### src/rtl/lftp_pkg.sv
// Shared constants and types of the lottery/FIFO task picker.
package lftp_pkg;

  localparam int SLOT_COUNT_DEF  = 64;
  localparam int TICKET_BITS_DEF = 16;

  localparam int REQ_W        = 2;
  localparam int SLOT_IDX_W   = 6;
  localparam int ORDER_W      = 31;
  localparam int TICKETS_IN_W = 16;
  localparam int DRAW_W       = 32;
  localparam int CFG_IDX_W    = 2;
  localparam int CFG_DATA_W   = 32;

  localparam logic [DRAW_W-1:0] LCG_MUL_RESET = 32'd1664525;
  localparam logic [DRAW_W-1:0] LCG_INC_RESET = 32'd1013904223;

  localparam logic [CFG_IDX_W-1:0] CFG_PICK_MODE = 2'd0;
  localparam logic [CFG_IDX_W-1:0] CFG_LCG_MUL   = 2'd1;
  localparam logic [CFG_IDX_W-1:0] CFG_LCG_INC   = 2'd2;

  typedef enum logic [REQ_W-1:0] {
    REQ_LOAD    = 2'd0,
    REQ_SET_RUN = 2'd1,
    REQ_PICK    = 2'd2
  } req_e;

  typedef enum logic [2:0] {
    ST_IDLE,
    ST_MUL,
    ST_ADD,
    ST_SUM,
    ST_DIV,
    ST_SCAN,
    ST_FIFO,
    ST_DONE
  } state_e;

endpackage

### src/rtl/lftp_slot_mem.sv
// Slot table memory: arrival order and ticket count per slot, registered read.
module lftp_slot_mem #(
  parameter int SLOT_COUNT  = lftp_pkg::SLOT_COUNT_DEF,
  parameter int TICKET_BITS = lftp_pkg::TICKET_BITS_DEF
) (
  input  logic                                clk_i,
  input  logic                                we_i,
  input  logic [$clog2(SLOT_COUNT)-1:0]       waddr_i,
  input  logic [lftp_pkg::ORDER_W-1:0]        worder_i,
  input  logic [TICKET_BITS-1:0]              wtickets_i,
  input  logic                                re_i,
  input  logic [$clog2(SLOT_COUNT)-1:0]       raddr_i,
  output logic [lftp_pkg::ORDER_W-1:0]        rorder_o,
  output logic [TICKET_BITS-1:0]              rtickets_o
);
  import lftp_pkg::*;

  localparam int ENTRY_W = ORDER_W + TICKET_BITS;

  logic [ENTRY_W-1:0] mem_q [SLOT_COUNT];
  logic [ENTRY_W-1:0] rdata_q;

  always_ff @(posedge clk_i) begin
    if (we_i) begin
      mem_q[waddr_i] <= {worder_i, wtickets_i};
    end
  end

  always_ff @(posedge clk_i) begin
    if (re_i) begin
      rdata_q <= mem_q[raddr_i];
    end
  end

  assign rorder_o   = rdata_q[ENTRY_W-1:TICKET_BITS];
  assign rtickets_o = rdata_q[TICKET_BITS-1:0];

endmodule

### src/rtl/lftp_mod_unit.sv
// Restoring remainder unit: one dividend bit per cycle.
module lftp_mod_unit #(
  parameter int DIV_W = 22
) (
  input  logic                          clk_i,
  input  logic                          rst_ni,
  input  logic                          start_i,
  input  logic [lftp_pkg::DRAW_W-1:0]   dividend_i,
  input  logic [DIV_W-1:0]              divisor_i,
  output logic                          done_o,
  output logic [DIV_W-1:0]              rem_o
);
  import lftp_pkg::*;

  localparam int DCNT_W = $clog2(DRAW_W + 1);

  logic [DCNT_W-1:0] cnt_q;
  logic              done_q;
  logic [DRAW_W-1:0] dvd_q;
  logic [DIV_W-1:0]  dvs_q;
  logic [DIV_W-1:0]  rem_q;

  logic [DIV_W:0] trial;
  logic [DIV_W:0] diff;
  logic           ge;

  assign trial = {rem_q, dvd_q[DRAW_W-1]};
  assign ge    = trial >= {1'b0, dvs_q};
  assign diff  = trial - {1'b0, dvs_q};

  always_ff @(posedge clk_i or negedge rst_ni) begin
    if (!rst_ni) begin
      cnt_q  <= '0;
      done_q <= 1'b0;
    end else begin
      done_q <= 1'b0;
      if (start_i) begin
        cnt_q <= DCNT_W'(DRAW_W);
      end else if (cnt_q != '0) begin
        cnt_q  <= cnt_q - DCNT_W'(1);
        done_q <= (cnt_q == DCNT_W'(1));
      end
    end
  end

  always_ff @(posedge clk_i) begin
    if (start_i) begin
      dvd_q <= dividend_i;
      dvs_q <= divisor_i;
      rem_q <= '0;
    end else if (cnt_q != '0) begin
      dvd_q <= {dvd_q[DRAW_W-2:0], 1'b0};
      rem_q <= ge ? diff[DIV_W-1:0] : trial[DIV_W-1:0];
    end
  end

  assign done_o = done_q;
  assign rem_o  = rem_q;

endmodule

### src/rtl/lottery_fifo_task_picker_unit.sv
// Top level of the lottery/FIFO task picker: sequencer, slot flags, config, results.
//
//  channel   | signals                                        | handshake
//  ----------+------------------------------------------------+---------------------------
//  request   | req_type_i slot_index_i runnable_in_i          | start && !busy
//            | order_in_i tickets_in_i tick_now_i             |
//  result    | granted_o granted_slot_o first_run_o           | done_o, one cycle, no stall
//  config    | cfg_idx_i cfg_wdata_i                          | cfg_we_i
//
//  Load, set-runnable and unused requests leave busy low; done_o follows in the next cycle.
//  FIFO pick: busy during one table sweep through the slot memory port.
//  Lottery pick: busy through a ticket sum sweep, 32-step remainder,
//  then a scan sweep; the single memory read port sets the sweep length.
//  A zero ticket total ends the lottery pick after the sum sweep.
//  Reset clears all runnable and has-run flags at once; no clearing pass.
//  The receiver cannot stall: done_o pulses for one cycle per item.
module lottery_fifo_task_picker_unit #(
  parameter int SLOT_COUNT  = lftp_pkg::SLOT_COUNT_DEF,
  parameter int TICKET_BITS = lftp_pkg::TICKET_BITS_DEF
) (
  input  logic                                clk_i,
  input  logic                                rst_ni,
  input  logic                                start,
  output logic                                busy,
  input  logic [lftp_pkg::REQ_W-1:0]          req_type_i,
  input  logic [lftp_pkg::SLOT_IDX_W-1:0]     slot_index_i,
  input  logic                                runnable_in_i,
  input  logic [lftp_pkg::ORDER_W-1:0]        order_in_i,
  input  logic [lftp_pkg::TICKETS_IN_W-1:0]   tickets_in_i,
  input  logic [lftp_pkg::DRAW_W-1:0]         tick_now_i,
  output logic                                done_o,
  output logic                                granted_o,
  output logic [lftp_pkg::SLOT_IDX_W-1:0]     granted_slot_o,
  output logic                                first_run_o,
  input  logic                                cfg_we_i,
  input  logic [lftp_pkg::CFG_IDX_W-1:0]      cfg_idx_i,
  input  logic [lftp_pkg::CFG_DATA_W-1:0]     cfg_wdata_i
);
  import lftp_pkg::*;

  localparam int IDX_W = $clog2(SLOT_COUNT);
  localparam int CNT_W = IDX_W + 1;
  localparam int TOT_W = TICKET_BITS + IDX_W;

  // configuration
  logic              pick_mode_q;
  logic [DRAW_W-1:0] lcg_mul_q;
  logic [DRAW_W-1:0] lcg_inc_q;

  always_ff @(posedge clk_i or negedge rst_ni) begin
    if (!rst_ni) begin
      pick_mode_q <= 1'b0;
      lcg_mul_q   <= LCG_MUL_RESET;
      lcg_inc_q   <= LCG_INC_RESET;
    end else if (cfg_we_i) begin
      case (cfg_idx_i)
        CFG_PICK_MODE: pick_mode_q <= cfg_wdata_i[0];
        CFG_LCG_MUL:   lcg_mul_q   <= cfg_wdata_i;
        CFG_LCG_INC:   lcg_inc_q   <= cfg_wdata_i;
        default: ;
      endcase
    end
  end

  // request decode
  state_e state_q, state_d;
  logic   accept;
  logic   idx_ok;
  logic [IDX_W-1:0] widx;
  logic [IDX_W+SLOT_IDX_W-1:0] sidx_ext;
  logic [TICKET_BITS+TICKETS_IN_W-1:0] tk_ext;

  assign busy     = (state_q != ST_IDLE);
  assign accept   = start && !busy;
  assign idx_ok   = 32'(slot_index_i) < 32'(SLOT_COUNT);
  assign sidx_ext = {{IDX_W{1'b0}}, slot_index_i};
  assign widx     = sidx_ext[IDX_W-1:0];
  assign tk_ext   = {{TICKET_BITS{1'b0}}, tickets_in_i};

  // sweep engine and slot table
  logic [CNT_W-1:0] cnt_q;
  logic             pvld_q;
  logic [IDX_W-1:0] pidx_q;
  logic             sweeping, issue, sweep_done;
  logic [ORDER_W-1:0]     rd_order;
  logic [TICKET_BITS-1:0] rd_tickets;

  assign sweeping   = (state_q inside {ST_SUM, ST_SCAN, ST_FIFO});
  assign issue      = sweeping && (cnt_q != CNT_W'(SLOT_COUNT));
  assign sweep_done = sweeping && !issue && !pvld_q;

  lftp_slot_mem #(
    .SLOT_COUNT (SLOT_COUNT),
    .TICKET_BITS(TICKET_BITS)
  ) u_mem (
    .clk_i     (clk_i),
    .we_i      (accept && (req_type_i == REQ_LOAD) && idx_ok),
    .waddr_i   (widx),
    .worder_i  (order_in_i),
    .wtickets_i(tk_ext[TICKET_BITS-1:0]),
    .re_i      (issue),
    .raddr_i   (cnt_q[IDX_W-1:0]),
    .rorder_o  (rd_order),
    .rtickets_o(rd_tickets)
  );

  // lottery draw and remainder
  logic [DRAW_W-1:0] tick_q, prod_q, draw_q;
  logic [TOT_W-1:0]  acc_q, sum_w, rem;
  logic              mod_start, mod_done;

  lftp_mod_unit #(
    .DIV_W(TOT_W)
  ) u_mod (
    .clk_i     (clk_i),
    .rst_ni    (rst_ni),
    .start_i   (mod_start),
    .dividend_i(draw_q),
    .divisor_i (acc_q),
    .done_o    (mod_done),
    .rem_o     (rem)
  );

  // shared accumulator: ticket total in the sum pass, running sum in the scan pass
  logic [SLOT_COUNT-1:0] runnable_q, has_run_q;
  logic                  cur_run;

  assign cur_run = pvld_q && runnable_q[pidx_q];
  assign sum_w   = acc_q + TOT_W'(rd_tickets);

  // sequencer
  logic fin;

  always_ff @(posedge clk_i or negedge rst_ni) begin
    if (!rst_ni) begin
      state_q <= ST_IDLE;
    end else begin
      state_q <= state_d;
    end
  end

  always_comb begin
    state_d   = state_q;
    mod_start = 1'b0;
    fin       = 1'b0;
    case (state_q)
      ST_IDLE: begin
        if (accept && (req_type_i == REQ_PICK)) begin
          state_d = pick_mode_q ? ST_MUL : ST_FIFO;
        end
      end
      ST_MUL: state_d = ST_ADD;
      ST_ADD: state_d = ST_SUM;
      ST_SUM: begin
        if (sweep_done) begin
          if (acc_q == '0) begin
            state_d = ST_DONE;
          end else begin
            mod_start = 1'b1;
            state_d   = ST_DIV;
          end
        end
      end
      ST_DIV: begin
        if (mod_done) state_d = ST_SCAN;
      end
      ST_SCAN, ST_FIFO: begin
        if (sweep_done) state_d = ST_DONE;
      end
      ST_DONE: begin
        fin     = 1'b1;
        state_d = ST_IDLE;
      end
      default: state_d = ST_IDLE;
    endcase
  end

  // datapath control state
  logic             best_vld_q;
  logic [IDX_W-1:0] best_idx_q;
  logic [ORDER_W-1:0] best_ord_q;
  logic             out_vld_q, out_grant_q, out_first_q;
  logic [SLOT_IDX_W-1:0] out_slot_q;
  logic [IDX_W-1:0] out_idx_q;
  logic [IDX_W+SLOT_IDX_W-1:0] gs_ext;
  logic             fifo_take, scan_take;

  assign gs_ext    = {{SLOT_IDX_W{1'b0}}, best_idx_q};
  assign fifo_take = (state_q == ST_FIFO) && cur_run &&
                     (!best_vld_q || (rd_order < best_ord_q));
  assign scan_take = (state_q == ST_SCAN) && cur_run && !best_vld_q && (sum_w > rem);

  always_ff @(posedge clk_i or negedge rst_ni) begin
    if (!rst_ni) begin
      cnt_q       <= '0;
      pvld_q      <= 1'b0;
      best_vld_q  <= 1'b0;
      runnable_q  <= '0;
      has_run_q   <= '0;
      out_vld_q   <= 1'b0;
      out_grant_q <= 1'b0;
      out_first_q <= 1'b0;
      out_slot_q  <= '0;
    end else begin
      if (sweeping) begin
        pvld_q <= issue;
        if (issue) cnt_q <= cnt_q + CNT_W'(1);
      end else begin
        pvld_q <= 1'b0;
        cnt_q  <= '0;
      end

      if (accept) begin
        best_vld_q <= 1'b0;
      end else if (fifo_take || scan_take) begin
        best_vld_q <= 1'b1;
      end

      out_vld_q <= 1'b0;
      if (accept) begin
        case (req_type_i)
          REQ_LOAD: begin
            if (idx_ok) begin
              runnable_q[widx] <= runnable_in_i;
              has_run_q[widx]  <= 1'b0;
            end
          end
          REQ_SET_RUN: begin
            if (idx_ok) runnable_q[widx] <= runnable_in_i;
          end
          default: ;
        endcase
        if (req_type_i != REQ_PICK) begin
          out_vld_q   <= 1'b1;
          out_grant_q <= 1'b0;
          out_first_q <= 1'b0;
          out_slot_q  <= '0;
        end
      end else if (fin) begin
        out_vld_q   <= 1'b1;
        out_grant_q <= best_vld_q;
        out_first_q <= best_vld_q && !has_run_q[best_idx_q];
        out_slot_q  <= best_vld_q ? gs_ext[SLOT_IDX_W-1:0] : '0;
        if (best_vld_q) begin
          runnable_q[best_idx_q] <= 1'b0;
          has_run_q[best_idx_q]  <= 1'b1;
        end
      end
    end
  end

  // payload registers
  always_ff @(posedge clk_i) begin
    if (accept) tick_q <= tick_now_i;
    if (state_q == ST_MUL) prod_q <= DRAW_W'(lcg_mul_q * tick_q);
    if (state_q == ST_ADD) draw_q <= prod_q + lcg_inc_q;
    if (issue) pidx_q <= cnt_q[IDX_W-1:0];
    if (!sweeping) begin
      acc_q <= '0;
    end else if (cur_run) begin
      acc_q <= sum_w;
    end
    if (fifo_take || scan_take) begin
      best_idx_q <= pidx_q;
      best_ord_q <= rd_order;
    end
    if (fin) out_idx_q <= best_idx_q;
  end

  assign done_o         = out_vld_q;
  assign granted_o      = out_grant_q;
  assign granted_slot_o = out_slot_q;
  assign first_run_o    = out_first_q;

  // a result is only shown once the sequencer is back at rest
  assert property (@(posedge clk_i) disable iff (!rst_ni)
    out_vld_q |-> (state_q == ST_IDLE))
    else $error("result strobe while sequencer busy");

  assert property (@(posedge clk_i) disable iff (!rst_ni)
    (done_o && first_run_o) |-> granted_o)
    else $error("first-run flag without a grant");

  // granted slot must be retired in the table
  assert property (@(posedge clk_i) disable iff (!rst_ni)
    (out_vld_q && out_grant_q) |-> (!runnable_q[out_idx_q] && has_run_q[out_idx_q]))
    else $error("granted slot still runnable or not marked as run");

  assert property (@(posedge clk_i) disable iff (!rst_ni)
    mod_done |-> (state_q == ST_DIV))
    else $error("remainder finished outside divide phase");

  // the remainder never starts on a zero ticket total
  assert property (@(posedge clk_i) disable iff (!rst_ni)
    mod_start |-> (acc_q != '0))
    else $error("remainder started with zero divisor");

endmodule
### config.mk
export PLATFORM = sky130hd
export DESIGN_NAME = lottery_fifo_task_picker_unit
export DESIGN_NICKNAME = d
export VERILOG_FILES = /design/src/rtl/lftp_pkg.sv /design/src/rtl/lftp_slot_mem.sv /design/src/rtl/lftp_mod_unit.sv /design/src/rtl/lottery_fifo_task_picker_unit.sv
export SDC_FILE = /design/constraint.sdc
export NUM_CORES = 2
export LEC_CHECK = 0
export ABC_AREA = 1
export BUFFER_PORTS_ARGS = -buffer_cell sky130_fd_sc_hd__buf_2
export CELL_PAD_IN_SITES_DETAIL_PLACEMENT = 2
export CELL_PAD_IN_SITES_GLOBAL_PLACEMENT = 2
export CORE_MARGIN = 10
export CORE_UTILIZATION = 47
export CTS_CLUSTER_DIAMETER = 60
export DETAILED_ROUTE_END_ITERATION = 16
export GPL_TIMING_DRIVEN = 0
export PLACE_DENSITY_LB_ADDON = 0.1
export SETUP_SLACK_MARGIN = 0.05
export SLEW_MARGIN = 20
export SYNTH_ARGS = -nofsm -noshare
export SYNTH_HDL_FRONTEND = slang
export SYNTH_SLANG_ARGS = --single-unit
### constraint.sdc
create_clock -name clk_i -period 19.45 [get_ports clk_i]
set_input_delay 0 -clock clk_i [delete_from_list [all_inputs] [get_ports clk_i]]
set_output_delay 0 -clock clk_i [all_outputs]
set_load 0.01 [all_outputs]
==> flow_summary.json, run 1 <==
{
  "syn-mean-instance-area_sq_um": 11.5,
  "synthMuxAreaShare_pct": 0,
  "async_reset_ff_share_pct": 6.29,
  "cts.repair.resized": 0,
  "gp_congestion": 0.962,
  "ys_seq_elements": 3513,
  "antenna_found_initial": 207,
  "synth_fa_ha_area_share_pct": 7.12,
  "cts_made_buffers": 395,
  "die_x_um": 602,
  "portBuffers": 135,
  "ios": 136,
  "ys_seq_area_share_pct": 65.3,
  "synthSimpleGateAreaFrac_pct": 10.4,
  "grt_overflow": 230,
  "cts.path.max_buffers": 4,
  "clockRootBuffer": "clkbuf_16",
  "yosysUniqueCellTypes": 59,
  "lastStage": "global routing",
  "synth-edff-count": 3248,
  "tool.error": "[ERROR GRT-0232] Routing congestion too high. Check the congestion heatmap in the GUI.",
  "clock-sinks": 3513,
  "dp_cells": 18707,
  "cts_max_level": 5,
  "die_y_um": 602,
  "initial_core_util_pct": 47.2,
  "status": "aborted with a tool error",
  "grt_max_degree": 84,
  "synth_compound_area_share_pct": 11.6,
  "ys_warn_count": 0,
  "synth_area_sq_um": 159000,
  "netlist_instances": 13806,
  "grt_usage_pct": 79.1,
  "synth_nets": 14591,
  "synthXorXnorAreaFrac_pct": 0.594,
  "dp_hpwl_um": 556000,
  "row_count": 213,
  "placed_cell_area_sq_um": 172000,
  "synth_top_family_by_area": "compound AO/OA/AOI/OAI gates",
  "synth-main-ff-cell": "edfxtp_1"
}
what timing repair did:
item	4_1_cts
hold buffers	225
setup buffers	0
setup endpoints to repair	0
endpoints found under the hold margin	3429
cell usage after synthesis, types with 4 or more instances:
cell type | n | area share [%]
edfxtp_1 | 3248 | 61
a21o_1 | 18 | 0.085
a22oi_1 | 4 | 0.019
clkbuf_1 | 548 | 1.3
nor4_1 | 10 | 0.039
o211ai_1 | 15 | 0.071
nor3_2 | 6 | 0.038
nand4_1 | 88 | 0.35
buf_1 | 36 | 0.085
nand3b_1 | 7 | 0.033
o31ai_1 | 20 | 0.094
xor2_1 | 64 | 0.35
o32ai_1 | 46 | 0.25
or2_2 | 4 | 0.016
a31oi_1 | 9 | 0.035
o21a_1 | 5 | 0.024
a221oi_1 | 39 | 0.21
a211oi_1 | 102 | 0.48
buf_6 | 19 | 0.13
a21boi_0 | 7 | 0.033
o21ai_1 | 81 | 0.25
nor2_2 | 7 | 0.027
buf_2 | 199 | 0.63
buf_4 | 22 | 0.10
o21ai_0 | 1842 | 5.8
nor3_1 | 55 | 0.17
fa_1 | 411 | 5.2
o22ai_1 | 742 | 2.9
nand2_2 | 4 | 0.016
a41oi_1 | 41 | 0.23
a22o_1 | 6 | 0.033
inv_2 | 12 | 0.028
inv_1 | 1175 | 2.8
dfxtp_1 | 44 | 0.55
nor2_1 | 1915 | 4.5
a21oi_1 | 284 | 0.89
nand2_1 | 1932 | 4.6
ha_1 | 248 | 1.9
o21bai_1 | 15 | 0.071
nand3_1 | 188 | 0.59
dfrtp_1 | 190 | 3.0
dfstp_2 | 31 | 0.51
xnor2_1 | 44 | 0.24
kinds of logic after synthesis:
| family | count (synthesis) |
|---|---|
| AND/OR/NAND/NOR | 4224 |
| XOR/XNOR | 108 |
| buffers and inverters | 2015 |
| AO/OA/AOI/OAI | 3287 |
| flip-flops | 3513 |
| adder cells (fa/ha/maj) | 659 |
per-stage QoR:
stage	utilization, %	setup WS, ns
CTS	55.4	10.55
detailed placement	51.0	10.80
global placement	49.1	10.77
floorplan	-	12.74
per-layer routing:
metal  track usage (%)  overflow
met5              57.3         3
met4              78.1        88
met3              71.7        38
met2              90.2        93
met1              76.7         8
==> inputs of run 2 (changes only) <==
CELL_PAD_IN_SITES_DETAIL_PLACEMENT = not set   (was 2)
CELL_PAD_IN_SITES_GLOBAL_PLACEMENT = not set   (was 2)
CORE_UTILIZATION = 40   (was 47)
CTS_CLUSTER_DIAMETER = not set   (was 60)
PLACE_DENSITY_LB_ADDON = 0.15   (was 0.1)
SETUP_SLACK_MARGIN = not set   (was 0.05)
==> run 2 against run 1 <==
Against the previous run: area after synthesis did not move; synthesized cell count did not move; the run now ends clean.
==> flow_summary.json, run 2 <==
{
  "status": "finished clean",
  "cts_setup_buffers": 0,
  "nets": 15598,
  "async_reset_ff_share_pct": 6.29,
  "grt_usage_pct": 28.1,
  "ir_drop_mv": 0.595,
  "vias_per_cell": 5.73,
  "maxCapViolations": 0,
  "vias": 116906,
  "fin_crit_sh_pct": 43.5,
  "clock-sinks": 3513,
  "hold_class": "in -> reg",
  "clk_latency_ns": 1.01,
  "row_count": 231,
  "clockRootBuffer": "clkbuf_16",
  "endpoint_kind": "flop",
  "wl_um": 618000,
  "critical_path_class": "reg -> reg",
  "drcViolationCount": 0,
  "p_leak_nw": 68.1,
  "die_x_um": 651,
  "cts_made_buffers": 381,
  "synth_area_sq_um": 159000,
  "synthTopCellsByArea": "edfxtp_1 61%, o21ai_0 5.8%, fa_1 5.2%, nand2_1 4.6%, nor2_1 4.5%",
  "worstHoldPathCells": 3,
  "worstPathArrival_ns": 9.16,
  "max_flop_register": "u_mem.mem_q",
  "grt_pass1_wl_um": 854000,
  "slew_headroom_pct": 12.8,
  "largest_register_ffs": 3008,
  "tightestPinTransition_ns": 1.31,
  "top_regs": "u_mem.mem_q x3008, has_run_q x64, runnable_q x64",
  "grt_max_degree": 74,
  "fin_crit_ns": 8.45,
  "netlist_top_cells_count": "3248 x edfxtp_1, 1932 x nand2_1, 1915 x nor2_1",
  "grt_overflow": 0,
  "synth_top_cell_by_area": "edfxtp_1",
  "ys_seq_elements": 3513,
  "internal_power_mw": 15.9,
  "synth-main-ff-cell": "edfxtp_1",
  "synth_nets": 14591,
  "dp_hpwl_um": 439000,
  "sequentialPowerShare_pct": 35.3,
  "power_frac_clock_pct": 29.5,
  "netSwitchingFraction_pct": 35.2,
  "cts_tree": "done",
  "dieArea_sq_um": 424000,
  "cts.path.max_buffers": 4,
  "dp_cells": 19423,
  "portBuffers": 135,
  "crit_path_start_kind": "flop",
  "drive_gt1_share_pct": 8.76,
  "timing.fmax_mhz": 118,
  "ys_warn_count": 0,
  "drt_iter0_drc": 16586,
  "antenna_found_initial": 64,
  "dr.pass1.iters": 6,
  "final_common_cell": "edfxtp_1",
  "layout_common_cells": "3248 x edfxtp_1, 1931 x nand2_1, 1848 x nor2_1",
  "grt_pass1_vias": 110662,
  "core_area_sq_um": 396000,
  "r2r_cells": 24,
  "utilization_pct": 47.3,
  "yosysMostFrequentCell": "edfxtp_1",
  "ios": 136,
  "cts_max_level": 5,
  "cp_max_fo": 10,
  "slew_viol_final": 0,
  "clk_pin_slew_ns": 0.06,
  "rsz0062_at_grt": "no",
  "n_fill_cell": 36073,
  "pwr-share-comb_pct": 35.2,
  "netlist_instances": 13806,
  "switchingPower_mw": 8.64,
  "gp_congestion": 0.943,
  "setup_viol": 0,
  "tns_ns": 0,
  "ant_nets": 0,
  "synth-edff-count": 3248,
  "area_growth_pct": 17.8,
  "ys_seq_area_share_pct": 65.3,
  "stdcell_count": 20402,
  "post_drt_wl_per_cell_um": 30.3,
  "cp.required_ns": 20.16,
  "hold_violations": 0,
  "netlist.area_leader.share_pct": 61.2,
  "die_y_um": 651,
  "cts_hold_buf": 249,
  "yosysUniqueCellTypes": 59,
  "syn-mean-instance-area_sq_um": 11.5,
  "power-per-cell-area_nw_per_um2": 131,
  "cts.repair.resized": 0,
  "initial_core_util_pct": 40.2,
  "clock_skew_ns": 0.0562
}
[run 2: cell type report]
class	count	area, sq um	share of cell area (%)
repair buffers	624	8800	4.69
well taps	5242	6560	3.50
plain buffers	827	3620	1.93
inverters	1188	4460	2.38
diodes	30	75.1	0.0400
multi-input cells	8278	47800	25.5
clock inverters	219	2140	1.14
flip-flops and latches	3513	104000	55.4
clock buffers	481	10100	5.38
[run 2: metrics by stage]
stage	instance area [sq um]	hold WS [ns]	power [mW]	setup slack, ns
global placement	166000	0.176	17.4	10.86
global route	187000	0.0226	25.8	10.77
finish	188000	0.0478	24.6	11.00
detailed placement	173000	-0.0685	17.4	11.05
CTS	187000	0.000248	24.7	11.06
floorplan	159000	-0.296	14.4	12.74
[run 2: cells by family (layout without fill, tap and decap cells)]
family	after synthesis	count (layout)	share of synthesized area, %
xor gates and xnor gates	108	108	0.594
adders and majority gates	659	659	7.12
other	0	30	0
DFF	3513	3513	65.3
buffers and inverters	2015	3339	5.05
and+or+nand+nor	4224	4224	10.4
AOI/OAI and AO/OA	3287	3287	11.6
[run 2: worst paths after layout]
kind                                                      to  slack (ns)                   startpoint
worst max-delay path                    prod_q[31]$_DFFE_PP_       11.00    lcg_mul_q[13]$_DFFE_PN1P_
worst min-delay path            u_mem.mem_q[19][9]$_DFFE_PP_        0.05              tickets_in_i[9]
worst max register to register          prod_q[31]$_DFFE_PP_       11.00    lcg_mul_q[13]$_DFFE_PN1P_
worst min register to register       best_ord_q[3]$_DFFE_PP_        0.46  u_mem.rdata_q[19]$_DFFE_PP_
max in group asynchronous           lcg_mul_q[4]$_DFFE_PN0P_       18.18                       rst_ni
min in group asynchronous         runnable_q[60]$_DFFE_PN0P_        0.10                       rst_ni
[run 2: per-layer routing]
metal	wire length [um]	global-route usage, %
met5	253	0.224
met2	266000	41.9
met4	32600	12.5
met3	68200	6.28
met1	251000	39.2
[run 2: power groups by stage]
stage | Combinational (mW) | Sequential, mW | Clock, mW
2_1_floorplan | 5.54 | 8.82 | 0
3_3_place_gp | 8.53 | 8.84 | 0
3_5_place_dp | 8.60 | 8.83 | 0
4_1_cts | 8.69 | 8.67 | 7.30
5_1_grt | 9.53 | 8.67 | 7.58
6_report | 8.64 | 8.67 | 7.24
[run 2: critical path, stage by stage (launching register included)]
cell and delay, ns:
dfstp_2 0.60, clkbuf_1 0.61, clkbuf_1 0.65, nand2_1 0.18, fa_1 0.57, inv_1 0.06
fa_1 0.59, inv_1 0.08, fa_1 0.51, inv_1 0.06, fa_1 0.53, inv_1 0.05
fa_1 0.50, fa_1 0.44, fa_1 0.54, inv_1 0.06, fa_1 0.50, ha_1 0.36
a21oi_1 0.22, o21ai_0 0.19, a21oi_1 0.20, o21a_1 0.14, nand2_1 0.20, nand3_1 0.16
nand2_1 0.13
No activity file was read; power rests on OpenSTA's default activity.
